<file path="src/sv/bnf_pkg.sv">
package bnf_pkg;

  // Geometry of the channel stores
  localparam int CHANNELS = 64;
  localparam int CH_W     = 6;

  // Accumulator and arithmetic unit widths
  localparam int SUM_W  = 36;
  localparam int SQ_W   = 52;
  localparam int DVD_W  = 52;
  localparam int DVS_W  = 33;
  localparam int RAD_W  = 50;
  localparam int ROOT_W = 25;

  // Configuration register indexes (byte address = 4 * index)
  localparam logic [1:0] REG_TRAIN    = 2'd0;
  localparam logic [1:0] REG_ELEMENTS = 2'd1;
  localparam logic [1:0] REG_MOMENTUM = 2'd2;
  localparam logic [1:0] REG_EPSILON  = 2'd3;

  // Register reset values
  localparam logic        TRAIN_RST    = 1'b1;
  localparam logic [20:0] ELEMENTS_RST = 21'd1024;
  localparam logic [15:0] MOMENTUM_RST = 16'd58982;
  localparam logic [15:0] EPSILON_RST  = 16'd1;

  typedef enum logic [1:0] {
    MODE_LOAD = 2'd0,
    MODE_ACC  = 2'd1,
    MODE_FIN  = 2'd2,
    MODE_NORM = 2'd3
  } mode_t;

  typedef struct packed {
    logic [1:0]          mode;
    logic [CH_W-1:0]     channel;
    logic signed [15:0]  sample;
    logic signed [15:0]  shift_value;
  } bnf_in_t;

  typedef struct packed {
    logic signed [15:0]  normalized;
    logic [CH_W-1:0]     out_channel;
    logic                saturated;
  } bnf_out_t;

  // Classified request handed from front to back
  typedef struct packed {
    mode_t               op;
    logic [CH_W-1:0]     channel;
    logic signed [15:0]  sample;
    logic signed [15:0]  shift_value;
  } bnf_req_t;

  typedef struct packed {
    logic        train_mode;
    logic [20:0] elements_per_channel;
    logic [15:0] momentum;
    logic [15:0] epsilon;
  } bnf_cfg_t;

endpackage

</file>
<file path="src/sv/bnf_front.sv">
module bnf_front (
  input  logic              clk,
  input  logic              rst_n,
  input  logic              in_push,
  output logic              in_full,
  input  bnf_pkg::bnf_in_t  in_data,
  output logic              req_valid,
  input  logic              req_ready,
  output bnf_pkg::bnf_req_t req
);
  import bnf_pkg::*;

  bnf_req_t   q_r [2];
  bnf_req_t   cls;
  logic       wp_r, rp_r;
  logic [1:0] cnt_r;
  logic       push_ok, pop_ok;

  // Classify the incoming request by mode
  always_comb begin
    cls.op          = mode_t'(in_data.mode);
    cls.channel     = in_data.channel;
    cls.sample      = in_data.sample;
    cls.shift_value = in_data.shift_value;
  end

  assign in_full   = cnt_r == 2'd2;
  assign req_valid = cnt_r != 2'd0;
  assign req       = q_r[rp_r];
  assign push_ok   = in_push && !in_full;
  assign pop_ok    = req_valid && req_ready;

  // Advance pointers and fill count
  always_ff @(posedge clk) begin
    if (!rst_n) begin
      wp_r  <= 1'b0;
      rp_r  <= 1'b0;
      cnt_r <= '0;
    end else begin
      if (push_ok) wp_r <= !wp_r;
      if (pop_ok)  rp_r <= !rp_r;
      cnt_r <= cnt_r + 2'(push_ok) - 2'(pop_ok);
    end
  end

  always_ff @(posedge clk) begin
    if (push_ok) q_r[wp_r] <= cls;
  end

endmodule

</file>
<file path="config.mk">
export PLATFORM = sky130hd
export DESIGN_NAME = bnf_front
export DESIGN_NICKNAME = d
export VERILOG_FILES = /design/src/sv/bnf_pkg.sv /design/src/sv/bnf_front.sv
export SDC_FILE = /design/constraint.sdc
export NUM_CORES = 1
export LEC_CHECK = 0
export CAP_MARGIN = 30
export CORE_MARGIN = 2
export CORE_UTILIZATION = 55
export DETAILED_ROUTE_END_ITERATION = 16
export DONT_BUFFER_PORTS = 1
export PLACE_DENSITY_LB_ADDON = 0.25
export SYNTH_ARGS = -nofsm -noshare
export SYNTH_HDL_FRONTEND = slang
export SYNTH_SLANG_ARGS = --single-unit
</file>
<file path="constraint.sdc">
create_clock -name clk -period 2.6 [get_ports clk]
set_input_delay 0.52 -clock clk [delete_from_list [all_inputs] [get_ports clk]]
set_output_delay 0.52 -clock clk [all_outputs]
set_load 0.01 [all_outputs]
</file>
==> impl_summary.md, run 1 <==
Power
The power per standard cell area is 950.8 mW/mm^2. Summed over all cells, the static leakage comes to 1.124 nW. Across the VDD grid, the largest voltage drop is 0.5158 mV.

Clock network
The clock slew at the register clock pins of the worst setup and hold paths is 80 ps. The clock tree from TritonCTS is yes. The number of setup buffers added after CTS is 0.

After clock tree synthesis, the repair step resized 0 gates. Clock tree synthesis inserted a total of 9 buffers. The number of hold-repair buffers added at the cts stage is 0. The worst-case clock buffer depth is 2. The clock tree root buffer cell is sky130_fd_sc_hd__clkbuf_8. Counting every sink on the clock net gives 85. In this run the number of H-tree levels came out at 3. The clock latency of the later-clocked register in the worst-skew pair is 330 ps.

STA
The final clock skew is 9.208 ps. The final count of pins violating max slew came to 0. The worst path needs 2081 ps of the cycle, external delays included. In the finished design, the share of the clock period the worst path needs comes to 0.8003.

Setup repair after global routing left no endpoint under its margin. The final hold violation count was 0. After routing, the total negative slack on setup checks comes to 0 ps. Headroom to the max-slew limit came out at 0.6536. The achievable clock frequency is 0.4806 GHz. The transition time at the pin with the least slew margin is 519.6 ps.

The final count of negative-setup-slack endpoints is 0.

Yosys
Ranked by total cell area, the synthesized netlist is headed by sky130_fd_sc_hd__edfxtp_1 (77%), sky130_fd_sc_hd__mux2_2 (14%), sky130_fd_sc_hd__dfxtp_1 (3.2%), sky130_fd_sc_hd__buf_6 (1.4%), sky130_fd_sc_hd__ha_1 (0.80%). For this run, the register share of the synthesized area comes to 0.7990. The portion of synthesized area spent on multiplexers is 0.1470. The most frequently used cell type in the post-synthesis netlist is sky130_fd_sc_hd__edfxtp_1. The post-synthesis share of cell area spent on and, or, nand and nor gates is 0.01718. The most instantiated flip-flop cell in the synthesis netlist is sky130_fd_sc_hd__edfxtp_1. The cell count after synthesis came out at 150. After synthesis, the largest family of logic cells by area is multiplexers. The compound-cell area share of the yosys netlist is 0.002397. Of the total synthesized cell area, the portion taken by XOR and XNOR cells is 0.008390.

Yosys mapped a number of flops with a built-in enable equal to 80. The average footprint of a synthesized cell is 20.88 sq um. The number of flip-flops and latches in the synthesized netlist is 85. Of all cell types, the one taking the most synthesized area is sky130_fd_sc_hd__edfxtp_1. The netlist area before placement is 0.003132 sq mm.

The count of cell types in the netlist is 16. The number of nets in the synthesized netlist is 196. The total number of yosys warnings is 0. In the synthesized netlist the async set-or-reset flop fraction comes to 0. The share of synthesized area in the top cell type comes to 0.7671.

The area share of fa/ha/maj cells after synthesis is 0.007990. By count the netlist is led by sky130_fd_sc_hd__edfxtp_1 (80), sky130_fd_sc_hd__mux2_2 (40), sky130_fd_sc_hd__dfxtp_1 (5).

Worst setup path
The slack of the worst reg-to-reg path is 890 ps. The buffers plus inverters on the worst setup path is 1. Among cell families on the critical path, the largest total delay comes from flip-flops. The critical path required time is 2080 ps. The type of origin of the critical path is a register. The worst path arrival time is 1560 ps. The type of element capturing the critical path is an output port. The cell at the slowest stage of the critical path is sky130_fd_sc_hd__dfxtp_2. The signal on the critical path passes through buf_12, mux2_2. Of all nets on the critical path, the largest fanout is 24. For this run, the slowest stage of the critical path takes 580 ps. The class of the most critical setup path is register to output port.

Job
The max capacitance violation total is 0.

Finish
Measured on the finished design, the core utilization comes to 0.6151. The final antenna diode count is 0. Relative to the synthesized area, the layout overhead comes to 8.150%. Of the cells placed in the final design, the portion with a size suffix greater than 1 is 0.3515. The number of nets in the layout is 206.

Floorplanning
The core box area is 0.005507 sq mm. The floorplan die width is 79.46 um. For this design the top-level I/O count stands at 86.

The number of rows in the core area is 27. The die area is 0.006314 sq mm. The effective utilization at floorplan is 0.5687. The floorplan step set the die height to 79.46 um.

Route
The pre-antenna-repair detailed-routing pass consisted of 3 iterations. The wire length per cell is 19.65 um. After detailed routing, the number of vias per cell comes to 5.481. Once detail routing completed, the nets flagged for antenna violations numbered 0. For this block, the routed nets add up to 4656 um of wire. The number of design rule violations left after detail routing is 0. The DRC marker count from the first detailed-route iteration is 46. The total number of vias is 1,299.

Placed design
Once detailed placement completed, the half-perimeter wirelength came to 3144 um. Input and output buffers added on the ports amount to 0. At the end of routability-driven placement, the weighted congestion stood at 0.7187.

Global route
The pin count of the biggest net entering global routing is 41. The first global-routing pass estimated 6989 um of wire. The via count of the first global-routing pass is 1,471. The total overflow left after global routing is 0. The initial antenna violation count is 0.

The all-layer global routing usage is 0.1560.

Min path
The class of the most critical hold timing path is primary input to register.

Outcome
The run finished with clean final reports.
cells by family (layout without fill, tap and decap cells):
| family | Yosys count | count (layout) |
|---|---|---|
| AOI/OAI and AO/OA | 1 | 1 |
| xor gates and xnor gates | 3 | 3 |
| adders and majority gates | 2 | 2 |
| buffers and inverters | 7 | 22 |
| DFF | 85 | 85 |
| muxes | 41 | 41 |
| and+or+nand+nor | 11 | 11 |
worst reg2reg max path, cell delays in order, from the launching register on:
cell	delay, ps
sky130_fd_sc_hd__dfxtp_1	380
sky130_fd_sc_hd__nand2b_1	170
sky130_fd_sc_hd__nand2_1	150
sky130_fd_sc_hd__ha_1	300
sky130_fd_sc_hd__inv_1	60
sky130_fd_sc_hd__ha_1	160
sky130_fd_sc_hd__xor2_1	190
sky130_fd_sc_hd__xnor2_1	140
sky130_fd_sc_hd__nor2_1	60
final timing paths:
path	start	endpoint	depth (start not counted)
min reg2reg	wp_r	wp_r	2
max	register	req[21]	2
min	in_data[28]	q_r[0][28]	0
max reg2reg	cnt_r[0]	cnt_r[1]	8
where the power goes:
group          leakage (nW)  internal [mW]  switching (mW)
clock network        0.0788          0.342           0.388
registers             0.789           1.72          0.0871
logic                 0.256          0.298           0.383
registers in the layout, summed over array words and instances, names as in the netlist, named ones only:
| name | count |
|---|---|
| cnt_r | 2 |
| q_r | 80 |
| rp_r | 1 |
| wp_r | 1 |
per-layer routing:
metal / GRT usage / vias to the layer above / routed length (um)
met1: 0.1427 / 645 / 1575
met4: 0.08276 / 0 / 75
met2: 0.2815 / 53 / 2502
met5: 0 / - / 0
li1: - / 594 / -
met3: 0.07353 / 7 / 503
layout make-up:
| cell class | count | area, sq um |
|---|---|---|
| sequential | 85 | 2504 |
| fill | 392 | 2120 |
| multi-input combinational | 58 | 581.8 |
| clock buffer | 13 | 138.9 |
| tap | 72 | 90.09 |
| timing repair buffer | 3 | 47.55 |
| clock inverter | 3 | 13.76 |
| inverter | 3 | 11.26 |
through the flow:
step / hold WS (ps) / power (mW) / area [sq um] / worst slack, ps / std cells
2_1_floorplan: 466.0 / 2.397 / 3134 / 525.7 / 150
3_3_place_gp: 498.6 / 2.490 / 3234 / 887.6 / 221
3_5_place_dp: 525.1 / 2.533 / 3234 / 857.9 / 221
4_1_cts: 262.6 / 3.266 / 3387 / 474.1 / 237
5_1_grt: 261.0 / 3.369 / 3387 / 431.7 / 237
6_report: 277.2 / 3.220 / 3387 / 519.2 / 237
layout by cell type (no fill, tap or decap):
| master | count |
|---|---|
| sky130_fd_sc_hd__clkinv_1 | 1 |
| sky130_fd_sc_hd__edfxtp_1 | 80 |
| sky130_fd_sc_hd__dfxtp_2 | 1 |
| sky130_fd_sc_hd__nor2_1 | 3 |
| sky130_fd_sc_hd__clkinv_2 | 2 |
| sky130_fd_sc_hd__buf_4 | 1 |
| sky130_fd_sc_hd__dfxtp_1 | 4 |
| sky130_fd_sc_hd__nand2_1 | 2 |
| sky130_fd_sc_hd__nand2b_1 | 2 |
| sky130_fd_sc_hd__mux2_2 | 40 |
| sky130_fd_sc_hd__inv_1 | 3 |
| sky130_fd_sc_hd__clkbuf_1 | 4 |
| sky130_fd_sc_hd__ha_1 | 2 |
| sky130_fd_sc_hd__clkbuf_8 | 9 |
| sky130_fd_sc_hd__buf_12 | 2 |
| sky130_fd_sc_hd__and3_2 | 1 |
| sky130_fd_sc_hd__o21a_1 | 1 |
| sky130_fd_sc_hd__and2_1 | 1 |
| sky130_fd_sc_hd__xnor2_1 | 2 |
| sky130_fd_sc_hd__xor2_1 | 1 |
| sky130_fd_sc_hd__nor2_4 | 1 |
| sky130_fd_sc_hd__mux2i_1 | 1 |
| sky130_fd_sc_hd__or2_2 | 1 |
(Power assumes the default switching activity.)
==> run 2, diff against run 1 <==
Settings changed: CORE_UTILIZATION 55 to 57.
Clock period 2.6 ns to 2.1 ns, I/O delays scaled along.
==> run 2 against run 1 <==
First-iteration DRC count increased by 8.7%. Worst setup slack lost 320 ps. Via count about the same. Clock power increased by 29%. Largest cell class unchanged.
==> impl_summary.md, run 2 (same netlist as run 1, synthesis figures left out) <==
Outcome
The flow ran to the end, and the final reports show no timing, DRC or antenna violations.

Clock network
The clock latency of the later-clocked register in the worst-skew pair is 330 ps (about the same). The worst-case clock buffer depth is 2 (unchanged). The number of instances resized during post-cts repair was 0 (unchanged). The total number of clock tree sinks is 85 (unchanged). The number of H-tree levels was 3 (unchanged). The number of hold-repair buffers added at the cts stage is 0 (unchanged). The clock tree root buffer cell is sky130_fd_sc_hd__clkbuf_8. The clock slew at the register clock pins of the worst setup and hold paths is 80 ps (about the same).

The number of setup buffers added after CTS is 0 (unchanged). The clock tree from TritonCTS is yes. The number of CTS-inserted buffers was 9 (unchanged).

Route
The number of design rule violations left after detail routing is 0 (unchanged). The total number of vias came to 1,298 (-0.077%). The number of nets with antenna violations after detailed routing is 0 (unchanged). The total length of routed wires came to 4578 um (-1.7%). The wire length per cell is 19.40 um (-1.3%).

The number of optimization iterations in the first detailed-route pass is 4 (+1). The DRC marker count from the first detailed-route iteration was 50 (+8.7%). The number of vias per cell after detailed routing is 5.500 (+0.35%).

Finish
The register ranked first by flip-flop count is q_r. The number of standard cells in the final layout excluding fillers came to 236 (-0.42%). The area growth from synthesis to layout is 8.630%. Leaving out fill and tap cells, the most frequent cells in the layout are sky130_fd_sc_hd__edfxtp_1 (80), sky130_fd_sc_hd__mux2_2 (40), sky130_fd_sc_hd__clkbuf_8 (10). The layout cell share with drive strength beyond 1 is 0.3614 (+0.009931).

The flip-flop count of the largest register after layout is 80 (unchanged). The fill cell instance count of the final layout is 352 (-10%). The number of nets in the layout is 207 (+0.49%).

The final antenna diode count came to 0 (unchanged). In the final layout, the registers with the most flip-flops are q_r: 80 flops, cnt_r: 2 flops. Leaving out fill and tap cells, the most frequent cell in the layout is sky130_fd_sc_hd__edfxtp_1.

Worst setup path
Among all stages on the critical path, the largest delay is contributed by sky130_fd_sc_hd__dfxtp_2. The family with the most delay on the worst path is flip-flops. The slack of the worst reg-to-reg path is 390 ps (-500 ps).

The critical path depth in cells is 2 (unchanged). The logic depth of the worst register-to-register path is 8 (unchanged). STA classifies the critical path startpoint as a register.

The maximum single-stage delay on the critical path is 500 ps (-80 ps). The type of element capturing the critical path is an output port. In this run the critical register-to-register path is captured at cnt_r[1]. The buffers plus inverters on the worst setup path is 1 (unchanged). The class of the most critical setup path is register to output port. The biggest fanout along the worst timing path is 30 (+25%). The critical path required time is 1680 ps (-400 ps). Following the worst setup path forward leads to its endpoint at req[14]. The worst path arrival time is 1480 ps (-80 ps). The startpoint of the most critical register-to-register path is cnt_r[0]. The critical path goes through buf_12, mux2_2.

Placed design
The post-detailed-placement half-perimeter wirelength is 3154 um (+0.31%). The final weighted congestion of routability-driven global placement came to 0.7236 (+0.68%). The number of cells in the design after placement was 220 (-0.45%). The worst-case setup slack after placement is 408.2 ps (-449.7 ps). The number of port buffers is 0 (unchanged).

Global route
The all-layer global routing usage is 0.1598 (+0.003749). The pin count of the biggest net entering global routing is 41 (unchanged). The global-route congestion overflow total is 0 (unchanged). The initial antenna violation count is 0 (unchanged). The via count of the first global-routing pass is 1,405 (-4.5%). The first-pass GRT wire length is 6982 um (-0.10%).

Power
The maximum VDD drop is 0.7237 mV (+40%). The power per standard cell area came to 1182 mW/mm^2 (+24%). The reported leakage power was 1.133 nW (+0.87%).

STA
The final hold violation count is 0 (unchanged). Setup repair after global routing left no endpoint under its margin. The final clock period utilization by the worst path is 0.9064. The final count of negative-setup-slack endpoints is 0 (unchanged). The accumulated negative setup slack is 0 ps (unchanged). The final worst-path setup slack is 196.6 ps (-322.6 ps). The transition time at the pin with the least slew margin is 286.5 ps (-233.1 ps). The clock period minus worst slack is 1903 ps. The final clock skew is 4.487 ps (-4.721 ps). The achievable clock frequency is 0.5254 GHz. The worst relative slew slack is 0.8090 (+0.1554).

The final count of pins violating max slew was 0 (unchanged).

Floorplanning
The core box area is 0.005205 sq mm (-5.5%). The top-level port count came to 86 (unchanged). The die area is 0.006104 sq mm (-3.3%).

The effective utilization at floorplan is 0.6017 (+0.03295). The die outline height is 78.13 um (-1.7%). The number of rows in the core area is 26 (-3.7%). The floorplan die width was 78.13 um (-1.7%).

Min path
The startpoint identified for the worst hold timing path is in_data[29]. The class of the most critical hold timing path is primary input to register.

Job
The max capacitance violation total was 0 (unchanged).
[run 2: changes by cell type in the layout (fill, tap and decap cells not counted)]
cell / change
sky130_fd_sc_hd__clkbuf_8: +1
sky130_fd_sc_hd__clkinv_1: -1
sky130_fd_sc_hd__buf_4: +1
[run 2: area by class of cell]
cell class | instances | area [sq um] | share of cell area
multi-input cells | 58 | 581.8 | 0.1710
repair buffers | 4 | 55.05 | 0.01618
clock inverters | 2 | 10.01 | 0.002942
inverters | 3 | 11.26 | 0.003310
flip-flops and latches | 85 | 2504 | 0.7359
clock buffers | 14 | 152.6 | 0.04487
well taps | 70 | 87.58 | 0.02574
[run 2: per-layer routing]
layer,track usage,up-vias,share of wire
met5,0,-,0
met4,0.1000,0,0.0050
met2,0.2750,52,0.56
li1,-,595,-
met3,0.06552,2,0.099
met1,0.1598,649,0.34
[run 2: report_power, final]
group / leakage [nW] / switching (mW) / internal (mW)
logic: 0.260 / 0.488 / 0.370
registers: 0.789 / 0.0928 / 2.13
clock network: 0.0844 / 0.481 / 0.460
total: 1.13 / 1.06 / 2.96
[run 2: how the worst min path moves through the flow]
stage | endpoint | slack (ps) | depth (start not counted)
global placement | wp_r | 500 | 2
finish | q_r[0][29] | 180 | 0
CTS | q_r[0][29] | 160 | 0
global route | q_r[1][31] | 150 | 0
detailed placement | register | 520 | 2
floorplan | wp_r | 470 | 2
[run 2: worst register-to-register path: stages, from the launching register on]
cell and delay (ps):
sky130_fd_sc_hd__dfxtp_1 370, sky130_fd_sc_hd__nand2b_1 160, sky130_fd_sc_hd__nand2_1 140, sky130_fd_sc_hd__ha_1 300, sky130_fd_sc_hd__inv_1 60, sky130_fd_sc_hd__ha_1 180
sky130_fd_sc_hd__xor2_1 210, sky130_fd_sc_hd__xnor2_1 140, sky130_fd_sc_hd__nor2_1 60
[run 2: stage by stage]
step	area [sq um]	util	total power, mW	hold WS (ps)
finish	3402	0.6536	4.023	177.1
global route	3402	0.6536	4.204	150.5
CTS	3402	0.6536	4.081	155.8
detailed placement	3239	0.6224	3.138	515.0
global placement	3239	0.6224	3.090	499.4
floorplan	3134	-	2.967	466.0
==> run 3, diff against run 2 <==
Settings changed: CORE_UTILIZATION 57 to 55.
Clock period 2.1 ns to 1.6 ns, I/O delays scaled along.
==> run 3 against run 2 <==
The run now ends with setup timing left. Non-clock buffer count is 3 higher. Sequential share of layout area is 2.4 points lower. Critical path depth stayed put. Count of clock-buffer cells in the layout is 4 lower. Combinational power is 53% higher. Utilization is 1.3 points lower. Register-to-register slack worse by 340 ps. Sequential power is 32% higher. Global-route usage is 0.55 points higher. Die area is 3.4% higher. Highest routed layer unchanged. Sequential cell count stayed put.
==> impl_summary.md, run 3 (same netlist as run 1, synthesis figures left out) <==
Outcome
The flow ran to the end, but the final reports show violations. The final reports fail on setup timing.

Clock network
The total number of clock tree sinks is 85 (unchanged). The clock tree root buffer cell is sky130_fd_sc_hd__clkbuf_8. The number of H-tree levels is 3 (unchanged).

TritonCTS built the clock tree. The clock latency of the later-clocked register in the worst-skew pair was 340 ps (about the same). The number of CTS-inserted buffers came to 9 (unchanged). The clock slew at the register clock pins of the worst setup and hold paths was 80 ps (about the same). The worst-case clock buffer depth was 2 (unchanged).

Route
The number of design rule violations left after detail routing came to 0 (unchanged). The total number of vias is 1,327 (+2.2%). The number of vias per cell after detailed routing is 5.529 (+0.53%). The number of optimization iterations in the first detailed-route pass is 4 (unchanged). The number of nets with antenna violations after detailed routing came to 0 (unchanged). The DRC marker count from the first detailed-route iteration was 62 (+24%). The wire length per cell was 21.01 um (+8.3%). The total length of routed wires is 5042 um (+10%).

Min path
The path class of the tightest hold or removal check is primary input to register.

Global route
The initial antenna violation count is 0 (unchanged). The global-route congestion overflow total is 0 (unchanged). The via count of the first global-routing pass is 1,458 (+3.8%).

The pin count of the biggest net entering global routing is 25 (-39%). The all-layer global routing usage is 0.1653 (+0.005542). The first-pass GRT wire length is 7238 um (+3.7%).

Worst setup path
The signal on the critical path passes through buf_12, mux2_2. The type of origin of the critical path is a register. The biggest fanout along the worst timing path is 20 (-33%). The critical path required time was 1280 ps (-400 ps). The worst path arrival time is 1290 ps (-190 ps). STA classifies the critical path endpoint as an output port.

The critical path in this run is classified as register to output port. The maximum single-stage delay on the critical path is 390 ps (-110 ps). Among all stages on the critical path, the largest delay is contributed by sky130_fd_sc_hd__dfxtp_4.

Finish
The flip-flop count of the largest register after layout came to 80 (unchanged). The register with the most flip-flops in the final layout is q_r. The largest registers in the layout are q_r: 80 flops, cnt_r: 2 flops. The number of nets in the layout is 210 (+1.4%).

The fill cell instance count of the final layout is 365 (+3.7%). The final antenna diode count is 0 (unchanged). The most frequent standard cell in the layout excluding fill and tap cells is sky130_fd_sc_hd__edfxtp_1. The layout cell share with drive strength beyond 1 was 0.4226 (+0.06117).

The post-layout utilization of the core is 0.6405 (-0.01307). Leaving out fill and tap cells, the most frequent cells in the layout are sky130_fd_sc_hd__edfxtp_1 (80), sky130_fd_sc_hd__mux2_2 (34), sky130_fd_sc_hd__clkbuf_8 (9). The area growth from synthesis to layout is 12.62%.

Placed design
The number of port buffers was 0 (unchanged). The worst-case setup slack after placement is 2.420 ps (-405.7 ps). The final weighted congestion of routability-driven global placement is 0.7295 (+0.82%). The post-detailed-placement half-perimeter wirelength is 3332 um (+5.7%).

STA
Setup repair after global routing could not meet its margin everywhere. The final clock period utilization by the worst path is 1.007. Derived from the worst setup path, the maximum achievable clock frequency is 0.6207 GHz.

The final worst-path setup slack was -11.09 ps (-207.7 ps). The transition time at the pin with the least slew margin was 231.0 ps (-55.54 ps). The final count of pins violating max slew came to 0 (unchanged). The final count of negative-setup-slack endpoints is 34 (+34). The routed design could run at a clock period as short as 1611 ps.

The final clock skew came to 7.246 ps (+2.759 ps). The final hold violation count was 0 (unchanged). The worst relative slew slack is 0.8460 (+0.03703).

Floorplanning
The core box area is 0.005507 sq mm (+5.8%). The die area is 0.006314 sq mm (+3.4%). The floorplan die width came to 79.46 um (+1.7%). The die outline height was 79.46 um (+1.7%).

The top-level port count was 86 (unchanged). The number of rows in the core area is 27 (+3.8%). The effective utilization at floorplan is 0.5687 (-0.03295).

Power
The power per standard cell area is 1587 mW/mm^2 (+34%). The cell-internal power came to 4.119 mW (+39%). The share of power burned in registers came to 0.522 (-0.031). The share of total power consumed by net switching is 0.2642 (+0.0002649). The power share of the clock group is 0.244 (+0.010).

The part of the power in combinational logic was 0.234 (+0.021). The maximum VDD drop was 1.035 mV (+43%). The switching power is 1.479 mW (+39%). The reported leakage power was 1.190 nW (+5.0%). The total chip power is 5.598 mW (+39%).

Job
The max capacitance violation total is 0 (unchanged).
-- run 3: routing by layer --
| layer | vias to the layer above | global-route usage | part of all wire |
|---|---|---|---|
| li1 | 599 | - | - |
| met1 | 659 | 0.1653 | 0.34 |
| met2 | 56 | 0.2882 | 0.55 |
| met3 | 13 | 0.06448 | 0.090 |
| met4 | 0 | 0.09828 | 0.024 |
| met5 | - | 0 | 0 |
-- run 3: layout make-up --
| type | instances | area [sq um] | area share |
|---|---|---|---|
| sequential | 85 | 2511 | 0.7120 |
| multi-input combinational | 58 | 624.3 | 0.1770 |
| clock buffer | 10 | 127.6 | 0.03618 |
| timing repair buffer | 7 | 110.1 | 0.03122 |
| tap | 72 | 90.09 | 0.02554 |
| clock inverter | 5 | 52.55 | 0.01490 |
| inverter | 3 | 11.26 | 0.003193 |
-- run 3: power by group through the flow --
| stage | Sequential [mW] | Clock (mW) | Combinational, mW |
|---|---|---|---|
| 2_1_floorplan | 2.92 | 0 | 0.995 |
| 3_3_place_gp | 2.92 | 0 | 1.18 |
| 3_5_place_dp | 2.95 | 0 | 1.22 |
| 4_1_cts | 2.91 | 1.40 | 1.29 |
| 5_1_grt | 2.95 | 1.50 | 1.41 |
| 6_report | 2.92 | 1.37 | 1.31 |
-- run 3: worst max-delay path: cells and delay by family, from the launching register on --
kind / cells / cell delay [ps]
mux: 1 / 390
buf+inv: 1 / 180
flops: 1 / 390
-- run 3: path summary, 6_finish.rpt --
path          startpoint          to  slack [ps]  cells past startpoint
max reg2reg     cnt_r[1]    cnt_r[1]          50                      7
min reg2reg         rp_r    register         530                      2
min          in_data[22]  q_r[1][22]          70                      0
max             register     req[32]         -10                      2
-- run 3: timing repair --
item	in CTS	in global routing
hold buffers	0	0
pin swaps	0	4
gates resized for setup	3	10
gates cloned	1	0
setup buffers	0	0
endpoints found under the setup margin	41	41
-- run 3: stage by stage --
step	cells	cell area (sq um)	setup TNS, ps	hold WS, ps
finish	240	3527	-247.1	73.41
global route	240	3527	-2167	51.89
CTS	240	3491	-1029	57.74
detailed placement	224	3279	0	418.9
global placement	224	3279	0	419.0
floorplan	150	3151	0	418.9
